===== config.mk =====
export PLATFORM = sky130hd
export DESIGN_NAME = hold_sustain_envelope_stage
export DESIGN_NICKNAME = d
export VERILOG_FILES = /design/src/hdl/hse_pkg.sv /design/src/hdl/hold_sustain_envelope_stage.sv /design/src/hdl/hse_core.sv
export SDC_FILE = /design/constraint.sdc
export NUM_CORES = 1
export LEC_CHECK = 0
export ABC_CLOCK_PERIOD_IN_PS = 16950
export BUFFER_PORTS_ARGS = -buffer_cell sky130_fd_sc_hd__clkbuf_2
export CORE_MARGIN = 4
export CORE_UTILIZATION = 46
export DETAILED_ROUTE_END_ITERATION = 16
export SYNTH_ARGS = -nofsm -noshare
export SYNTH_HDL_FRONTEND = slang
export SYNTH_SLANG_ARGS = --single-unit

===== constraint.sdc =====
create_clock -name i_clk -period 16.95 [get_ports i_clk]
set_input_delay 2.5425 -clock i_clk [delete_from_list [all_inputs] [get_ports i_clk]]
set_output_delay 2.5425 -clock i_clk [all_outputs]
set_load 0.02 [all_outputs]

===== src/hdl/hse_pkg.sv =====
// hold/sustain envelope stage package: mode codes and the control bundle
// shared by the stage core and the top level; no dependencies
package hse_pkg;

    typedef logic [2:0] t_mode;

    localparam t_mode MODE_IDLE       = 3'd0;
    localparam t_mode MODE_DEFERRING  = 3'd1;
    localparam t_mode MODE_TRACKING   = 3'd2;
    localparam t_mode MODE_HOLDING    = 3'd3;
    localparam t_mode MODE_SUSTAINING = 3'd4;

    typedef struct packed {
        logic defer;
        logic sustain_mode;
        logic gate;
    } t_ctl;

endpackage


===== src/hdl/hold_sustain_envelope_stage.sv =====
// hold/sustain envelope stage top level: input register, stage core,
// result register and the end-of-cycle step register
// depends on hse_pkg and hse_core
//
// One result item per input item, one item per clock when the output is not
// stalled. An item is captured in the input register, the state update in
// the core runs on it, and its result lands in the result register, which
// drives o_valid. The input stalls only while both registers are full and
// the output is stalled. The end-of-cycle step is a Q fraction written
// through i_cfg_we and i_cfg_data; it comes out of reset as sample period
// over 1 ms at 46 kHz.
module hold_sustain_envelope_stage #(
    parameter int SAMPLE_BITS         = 16,
    parameter int PHASE_FRACTION_BITS = 24,
    parameter int EOC_STEP_RESET      = 364722
) (
    input  logic                                i_clk,
    input  logic                                i_rst_n,
    input  logic                                i_valid,
    output logic                                o_stall,
    input  logic                                i_defer,
    input  logic                                i_sustain_mode,
    input  logic                                i_gate,
    input  logic signed [SAMPLE_BITS-1:0]       i_envelope_in,
    input  logic [PHASE_FRACTION_BITS:0]        i_hold_step,
    output logic                                o_valid,
    input  logic                                i_stall,
    output logic signed [SAMPLE_BITS-1:0]       o_envelope_out,
    output logic                                o_active,
    output logic                                o_eoc,
    input  logic                                i_cfg_we,
    input  logic [PHASE_FRACTION_BITS:0]        i_cfg_data
);
    import hse_pkg::*;

    localparam int PW = PHASE_FRACTION_BITS + 1;

    logic [PW-1:0]                  r_eoc_step;
    logic                           r_in_valid;
    t_ctl                           r_in_ctl;
    logic signed [SAMPLE_BITS-1:0]  r_in_level;
    logic [PW-1:0]                  r_in_hold_step;
    logic                           r_out_valid;
    logic signed [SAMPLE_BITS-1:0]  r_out_level;
    logic                           r_out_active;
    logic                           r_out_eoc;

    logic                           out_free;
    logic                           in_take;
    logic                           core_en;
    logic signed [SAMPLE_BITS-1:0]  core_level;
    logic                           core_active;
    logic                           core_eoc;

    assign out_free = !r_out_valid || !i_stall;
    assign o_stall  = r_in_valid && !out_free;
    assign in_take  = i_valid && !o_stall;
    assign core_en  = r_in_valid && out_free;

    always_ff @(posedge i_clk) begin
        if (!i_rst_n) begin
            r_eoc_step <= PW'(EOC_STEP_RESET);
        end else if (i_cfg_we) begin
            r_eoc_step <= i_cfg_data;
        end
    end

    always_ff @(posedge i_clk) begin
        if (!i_rst_n) begin
            r_in_valid <= 1'b0;
        end else if (in_take) begin
            r_in_valid <= 1'b1;
        end else if (core_en) begin
            r_in_valid <= 1'b0;
        end
    end

    always_ff @(posedge i_clk) begin
        if (in_take) begin
            r_in_ctl       <= '{defer: i_defer, sustain_mode: i_sustain_mode,
                                gate: i_gate};
            r_in_level     <= i_envelope_in;
            r_in_hold_step <= i_hold_step;
        end
    end

    hse_core #(
        .SAMPLE_BITS         (SAMPLE_BITS),
        .PHASE_FRACTION_BITS (PHASE_FRACTION_BITS)
    ) u_core (
        .i_clk       (i_clk),
        .i_rst_n     (i_rst_n),
        .i_en        (core_en),
        .i_ctl       (r_in_ctl),
        .i_level     (r_in_level),
        .i_hold_step (r_in_hold_step),
        .i_eoc_step  (r_eoc_step),
        .o_level     (core_level),
        .o_active    (core_active),
        .o_eoc       (core_eoc)
    );

    always_ff @(posedge i_clk) begin
        if (!i_rst_n) begin
            r_out_valid <= 1'b0;
        end else if (out_free) begin
            r_out_valid <= r_in_valid;
        end
    end

    always_ff @(posedge i_clk) begin
        if (core_en) begin
            r_out_level  <= core_level;
            r_out_active <= core_active;
            r_out_eoc    <= core_eoc;
        end
    end

    assign o_valid        = r_out_valid;
    assign o_envelope_out = r_out_level;
    assign o_active       = r_out_active;
    assign o_eoc          = r_out_eoc;

endmodule


===== src/hdl/hse_core.sv =====
// hold/sustain envelope stage core: mode, held level and the two Q phases,
// updated once per enabled cycle; the result comes out combinationally
// depends on hse_pkg
module hse_core #(
    parameter int SAMPLE_BITS         = 16,
    parameter int PHASE_FRACTION_BITS = 24
) (
    input  logic                                i_clk,
    input  logic                                i_rst_n,
    input  logic                                i_en,
    input  hse_pkg::t_ctl                       i_ctl,
    input  logic signed [SAMPLE_BITS-1:0]       i_level,
    input  logic [PHASE_FRACTION_BITS:0]        i_hold_step,
    input  logic [PHASE_FRACTION_BITS:0]        i_eoc_step,
    output logic signed [SAMPLE_BITS-1:0]       o_level,
    output logic                                o_active,
    output logic                                o_eoc
);
    import hse_pkg::*;

    localparam int PW = PHASE_FRACTION_BITS + 1;
    localparam logic [PW-1:0] PHASE_ONE = PW'(1) << PHASE_FRACTION_BITS;

    t_mode                          r_mode, n_mode;
    logic                           r_gate_was_high, n_gate_was_high;
    logic signed [SAMPLE_BITS-1:0]  r_held_level, n_held_level;
    logic [PW-1:0]                  r_hold_phase, n_hold_phase;
    logic                           r_eoc_flag, n_eoc_flag;
    logic [PW-1:0]                  r_eoc_phase, n_eoc_phase;

    t_mode                          mode_sel;
    logic [PW:0]                    hold_sum;
    logic [PW:0]                    eoc_sum;

    always_comb begin
        n_mode          = r_mode;
        n_gate_was_high = r_gate_was_high;
        n_held_level    = r_held_level;
        n_hold_phase    = r_hold_phase;
        n_eoc_flag      = r_eoc_flag;
        n_eoc_phase     = r_eoc_phase;
        hold_sum        = '0;
        eoc_sum         = '0;
        o_level         = r_held_level;

        // mode selection, defer first
        if (i_ctl.defer) begin
            mode_sel = MODE_DEFERRING;
        end else if (i_ctl.sustain_mode && i_ctl.gate) begin
            mode_sel = MODE_SUSTAINING;
        end else if (i_ctl.sustain_mode && r_mode == MODE_SUSTAINING) begin
            mode_sel = MODE_IDLE;
        end else if (r_mode == MODE_DEFERRING) begin
            mode_sel = MODE_TRACKING;
        end else begin
            n_gate_was_high = i_ctl.gate;
            if (i_ctl.gate && !r_gate_was_high) begin
                n_held_level = i_level;
                n_hold_phase = '0;
                n_mode       = MODE_HOLDING;
            end
            mode_sel = n_mode;
        end

        if (mode_sel != n_mode) begin
            if (n_mode == MODE_DEFERRING) begin
                n_gate_was_high = 1'b0;
            end
            if (mode_sel == MODE_HOLDING || mode_sel == MODE_SUSTAINING) begin
                n_held_level = i_level;
                n_hold_phase = '0;
            end
            if (mode_sel == MODE_IDLE) begin
                n_eoc_flag  = 1'b1;
                n_eoc_phase = '0;
            end
            n_mode = mode_sel;
        end

        // hold phase and output level
        if (n_mode == MODE_DEFERRING || n_mode == MODE_TRACKING) begin
            o_level = i_level;
        end else begin
            if (n_mode == MODE_HOLDING && n_hold_phase < PHASE_ONE) begin
                hold_sum     = {1'b0, n_hold_phase} + {1'b0, i_hold_step};
                n_hold_phase = (hold_sum > {1'b0, PHASE_ONE}) ? PHASE_ONE
                                                              : hold_sum[PW-1:0];
                if (n_hold_phase == PHASE_ONE) begin
                    n_eoc_flag  = 1'b1;
                    n_eoc_phase = '0;
                    n_mode      = MODE_IDLE;
                end
            end
            o_level = n_held_level;
        end

        // end-of-cycle pulse
        if (n_eoc_phase < PHASE_ONE) begin
            eoc_sum     = {1'b0, n_eoc_phase} + {1'b0, i_eoc_step};
            n_eoc_phase = (eoc_sum > {1'b0, PHASE_ONE}) ? PHASE_ONE
                                                        : eoc_sum[PW-1:0];
            if (n_eoc_phase == PHASE_ONE) begin
                n_eoc_flag = 1'b0;
            end
        end

        o_active = (n_mode != MODE_IDLE) && (n_mode != MODE_TRACKING);
        o_eoc    = n_eoc_flag;
    end

    always_ff @(posedge i_clk) begin
        if (!i_rst_n) begin
            r_mode          <= MODE_IDLE;
            r_gate_was_high <= 1'b0;
            r_held_level    <= '0;
            r_hold_phase    <= '0;
            r_eoc_flag      <= 1'b0;
            r_eoc_phase     <= PHASE_ONE;
        end else if (i_en) begin
            r_mode          <= n_mode;
            r_gate_was_high <= n_gate_was_high;
            r_held_level    <= n_held_level;
            r_hold_phase    <= n_hold_phase;
            r_eoc_flag      <= n_eoc_flag;
            r_eoc_phase     <= n_eoc_phase;
        end
    end

endmodule


**Yosys cells after proc, flatten, opt, wreduce, memory -nomap -nowiden**

Index checks and enable logic that the tools add are counted.

- Add/subtract/negate cells: 2
- $lt $le $gt $ge: 4
- Equality and inequality tests: 12
- Muxes and demuxes: 53
- Reductions and logical operators: 19

Operators with widths:

| operator | count |
|---|---|
| 25-bit two-way mux | 17 |
| 16-bit two-way mux | 8 |
| 25-bit by 25-bit adder with 26-bit output | 2 |
| 26-bit by 25-bit greater-than comparator with 1-bit output (second input constant) | 2 |
| 25-bit == test (second input constant) | 2 |
| 25-bit less-than comparator (second input constant) | 2 |
| 3-bit two-way mux | 13 |
| 1-bit two-way mux | 15 |
| 3-bit by 1-bit == test with 1-bit output (second input constant) | 3 |
| 3-bit by 2-bit == test with 1-bit output (second input constant) | 3 |
| 1-bit logical AND | 8 |
| 3-bit == test (second input constant) | 2 |
| 1-bit zero test | 5 |
| 3-bit zero test | 1 |
| 1-bit logical OR | 3 |
| 3-bit by 2-bit != test with 1-bit output (second input constant) | 1 |
| 3-bit != test | 1 |
| 3-bit nonzero test | 1 |
| 2-bit nonzero test | 1 |

- Bits in registers: 160
- Input port bits: 74
- Output and inout bits: 20
- Word-level logic and storage cells: 107

**Depth between registers and ports, before layout**

- Depth in word-level cells: 24
- Mapped depth: 34
- Depth with buffers taken out: 29

**By module**

Synthesis repeated with hierarchy kept, for this count alone.

- Cells, all modules: 932
- Area, all modules: 9187.6 um2

Modules (own cells, without submodules):

| module | times used | cells an instance | area each (um2) | seq. area each (um2) |
|---|---|---|---|---|
| hse_core | 1 | 782 | 6299.8 | 1421.4 |
| hold_sustain_envelope_stage | 1 | 150 | 2887.8 | 2402.3 |

**Least setup slack after synthesis**

Ideal clock, no wire load.

- Path kind: register to register
- Start point: register r_in_ctl[0] in the netlist's numbering
- End point: register u_core.r_eoc_phase[2]
- Setup time: 59 ps
- Arrival time: 7054 ps
- Required time: 16891 ps
- Setup slack: 9838 ps
- Cell stages (with the launch flop): 35
- Path buffers: 5
- Period minus slack after synthesis: 7112 ps
- Path through: edfxtp_1 buf_2 nor4b_2 o21ai_0 a32oi_2 nand2b_1 o21ai_1 clkbuf_1 and3_1 ha_1 fa_1 a211oi_1 o211ai_1 a21o_1 a21oi_1 xnor2_1 nor2_1 or2_2 clkbuf_1 clkbuf_1 and3_1 ha_1 inv_1 fa_1 nand2b_1 a211o_1 a21boi_1 o2111ai_1 a2111oi_0 nand4b_1 nor4_1 nand4_1 a21oi_2 buf_6 a22o_1

- Word-level cells in the longest chain between the ends: 21
- Elaborated cells between the ends (all ways): 44
- Classes of those cells: add/sub: 2; order compare: 4; eq/ne: 7; mux: 25; reduce/logical: 6

Ends and longest elaborated chain:

| item | RTL line | source |
|---|---|---|
| start: declaration | hold_sustain_envelope_stage.sv:40 | `t_ctl r_in_ctl;` |
| start signal: assignment | hold_sustain_envelope_stage.sv:80 | `r_in_ctl <= '{defer: i_defer, sustain_mode: i_sustain_mode,` |
| 1-bit logical AND | hse_core.sv:57 | `if (i_ctl.gate && !r_gate_was_high) begin` |
| 3-bit two-way mux | hse_core.sv:57 |  |
| 3-bit two-way mux | hse_core.sv:53 | `end else if (r_mode == MODE_DEFERRING) begin` |
| 3-bit two-way mux | hse_core.sv:51 | `end else if (i_ctl.sustain_mode && r_mode == MODE_SUSTAINING) begin` |
| 3-bit two-way mux | hse_core.sv:49 | `end else if (i_ctl.sustain_mode && i_ctl.gate) begin` |
| 3-bit two-way mux | hse_core.sv:47 | `if (i_ctl.defer) begin` |
| 3-bit by 2-bit == test with 1-bit output / 3-bit == test (equally long branches) | hse_core.sv:69 | `if (mode_sel == MODE_HOLDING \|\| mode_sel == MODE_SUSTAINING) begin` |
| 1-bit logical OR | hse_core.sv:69 |  |
| [... 5 more ...] | - |  |
| 25-bit == test | hse_core.sv:88 | `if (n_hold_phase == PHASE_ONE) begin` |
| 25-bit two-way mux | hse_core.sv:88 |  |
| 25-bit two-way mux | hse_core.sv:84 | `if (n_mode == MODE_HOLDING && n_hold_phase < PHASE_ONE) begin` |
| 25-bit two-way mux * | hse_core.sv:81 | `if (n_mode == MODE_DEFERRING \|\| n_mode == MODE_TRACKING) begin` |
| 25-bit by 25-bit adder with 26-bit output | hse_core.sv:99 | `eoc_sum = {1'b0, n_eoc_phase} + {1'b0, i_eoc_step};` |
| 26-bit by 25-bit greater-than comparator with 1-bit output | hse_core.sv:100 | `n_eoc_phase = (eoc_sum > {1'b0, PHASE_ONE}) ? PHASE_ONE` |
| 25-bit two-way mux | hse_core.sv:100 |  |
| 25-bit two-way mux * | hse_core.sv:98 | `if (n_eoc_phase < PHASE_ONE) begin` |
| end signal: assignment | hse_core.sv:125 | `r_eoc_phase <= n_eoc_phase;` |
| end: declaration | hse_core.sv:29 | `logic [PW-1:0] r_eoc_phase, n_eoc_phase;` |

Every way passes the cells marked *; elsewhere a longest branch is shown, timed or not.
A chain may end at the register's enable or synchronous reset.

**Final worst setup path**

- Start point: register r_in_ctl[0] in the netlist's numbering
- End point: register u_core.r_eoc_phase[17]

Same word-level chain as after synthesis.

==> out/metrics.cfg <==
[outcome]
status = complete, no violations

[worst_setup_path]
crit_arrival_ns = 8.78
path_max_fanout = 27
crit_start = r_in_ctl[0]
crit_type = flip-flop to flip-flop
start_kind = flip-flop
slowest_stage = mux2i_1
cpPeakStageDelay_ns = 0.69
path_depth = 30
cp_common_cell = nand2b_1
crit_buf_inv = 2
ff2ff_path_depth = 30
r2r-start = r_in_ctl[0]
required_ns = 17.27
crit_path_end_kind = flip-flop
crit_family = compound AO/OA/AOI/OAI gates

[layout]
antenna_cells = 0
area_growth_pct = 12.8
fin_area_um2 = 10300
drive_gt1_share_pct = 15.7
nets = 1146

[synthesis]
synthArstFlopShare_pct = 0
ys_seq_elements = 160
synthFlopType = dfxtp_1
yosys.area.top_type = dfxtp_1
ys_warn_count = 0
yosysMostFrequentCell = dfxtp_1
netlist_area_um2 = 9130
synth_edf_count = 62
syn-mean-instance-area_um2 = 9.50
synth_common_cells = dfxtp_1 (98), nand2_1 (95), a21oi_1 (90)
ys_seq_area_share_pct = 41.9
synth_top_area_share_pct = 21.5
yosysUniqueCellTypes = 77
synthesis.instances = 961
synth_area_leaders = dfxtp_1 (21%), edfxtp_1 (20%), ha_1 (7.0%)
syn_nets = 1088

[floorplanning]
die_w_um = 149
die-area_um2 = 22200
num_rows = 51
die_y_um = 149
start_util_pct = 46.9
coreArea_um2 = 19500
pin_count = 94

[clock_tree]
cts_buffer_depth = 2
ctsHoldBuffers = 0
cts_tree = done
cts_resized = 0
path_clk_slew_ns = 0.07
clock-root-buffer = clkbuf_16
cts_buffers = 17
post-cts-setup-buffer-count = 0
cts_num_sinks = 160
clkLatencyLatePin_ns = 0.43
htreeDepth = 4

[timing]
tightest_slew_ns = 1.13
rsz0062_at_grt = no
setup_viol = 0
final_hold_viol_count = 0
fmax_mhz = 118
layout_setup_ws_ns = 8.48
period_minus_slack_ns = 8.47
slew_headroom_pct = 24.5
finalCritPeriodShare_pct = 50.0
skew_ns = 0.0111
finalSetupTns_ns = 0
finalMaxSlewViolations = 0

[route]
drc = 0
drt-initial-drc-count = 482
final_antenna_net_count = 0
via_per_inst = 5.74
vias = 7439
post_drt_wl_per_cell_um = 17.4
drt_wl_total_um = 22600
drt_first_pass_iters = 5

[placed_design]
routabilityCongestion = 0.945
hpwl_um = 15800
dpl_cell_area_um2 = 9710
io_buffers = 93
pre_cts_slack_ns = 8.56

[power]
finalPower_uw = 915
irDropWorstVdd_mv = 0.0648
p_per_area_nw_per_um2 = 88.9
power_leakage_nw = 4.38

[global_route]
grtUsageMet1_pct = 26.7
grt_use_total_pct = 20.9
grt_pass1_wl_um = 37200
grt_max_degree = 45
grt.overflow.total = 0
gr-usage-met3_pct = 3.92
top_usage_layer = met2
grt_pass1_vias = 7417
grt_util_met2_pct = 35.6
antenna_found_initial = 0

[min_path]
holdCritStartpoint = u_core.r_held_level[15]
hold_path_class = flip-flop to flip-flop
whs_path_depth = 2

[flow_run]
cap_viol_max_count = 0

==> cell usage in the layout, fill, tap and decap left out, types with 6 or more instances in the layout <==
master,n
dfxtp_1,98
nand2_1,95
clkbuf_2,93
a21oi_1,90
nor2_1,64
edfxtp_1,62
and3_1,54
ha_1,51
a22o_1,38
o21ai_0,35
mux2i_1,29
xnor2_1,21
xor2_1,19
clkbuf_16,17
nor3_1,16
mux2_2,16
a21o_1,15
inv_1,15
nand2b_1,15
nand3_1,11
nand4_1,10
a211oi_1,9
o21a_1,8
o211ai_1,8
o21bai_1,7
or3_1,7
o21ai_1,6
nor3b_1,6
a31oi_1,6
and2_1,6
o2111ai_1,6
==> per-layer routing <==
layer / up-vias / part of all wire, %
met5: - / 0
met4: 0 / 1.9
met3: 31 / 4.0
met2: 171 / 49
met1: 3542 / 45
li1: 3695 / -
==> registers in the layout, summed over array words and instances (netlist names) <==
name / count
r_in_ctl: 3
o_active: 1
u_core.r_eoc_phase: 25
o_envelope_out: 16
u_core.r_mode: 3
r_in_valid: 1
o_eoc: 1
r_in_hold_step: 25
r_in_level: 16
u_core.r_gate_was_high: 1
u_core.r_eoc_flag: 1
r_eoc_step: 25
u_core.r_held_level: 16
u_core.r_hold_phase: 25
o_valid: 1
==> cell families after synthesis <==
kind of cell | after synthesis | share of synthesized area, %
muxes | 45 | 5.15
and+or+nand+nor | 311 | 17.4
DFF | 160 | 41.9
xor gates and xnor gates | 40 | 3.84
AOI/OAI and AO/OA | 275 | 20.7
buffers and inverters | 77 | 3.59
adders and majority gates | 53 | 7.43
==> path summary, 6_finish.rpt <==
check                                                to  slack [ns]
worst min register to register  u_core.r_held_level[15]        0.45
worst max-delay path             u_core.r_eoc_phase[17]        8.48
worst max register to register   u_core.r_eoc_phase[17]        8.48
worst min-delay path            u_core.r_held_level[15]        0.45
==> per-stage QoR <==
step	hold slack, ns	std cells	utilization (%)
after global placement	0.429	1265	49.9
final	0.452	1297	52.9
after floorplan	0.418	961	-
after detailed placement	0.434	1265	49.9
after global routing	0.475	1297	52.9
after CTS	0.455	1297	52.9
==> final cells by class <==
cell class                 instances  area, µm²
timing repair buffer              98        503
multi-input combinational        724       4980
sequential                       160       3820
clock buffer                      18        429
fill                            1786       9170
inverter                          18       67.6
tap                              265        332
clock inverter                    14        154
==> worst min-delay path: stages, from the launching register on <==
cell	delay (ns)
dfxtp_1	0.31
nand2_1	0.05
a21oi_1	0.05
==> power by group <==
part           internal, mW  switching, mW  total [mW]
combinational        0.0398         0.0643       0.104
clock                 0.220          0.165       0.385
sequential            0.416        0.00925       0.426
total                 0.676          0.239       0.915
Note: power is estimated with default switching activity, not from simulation.
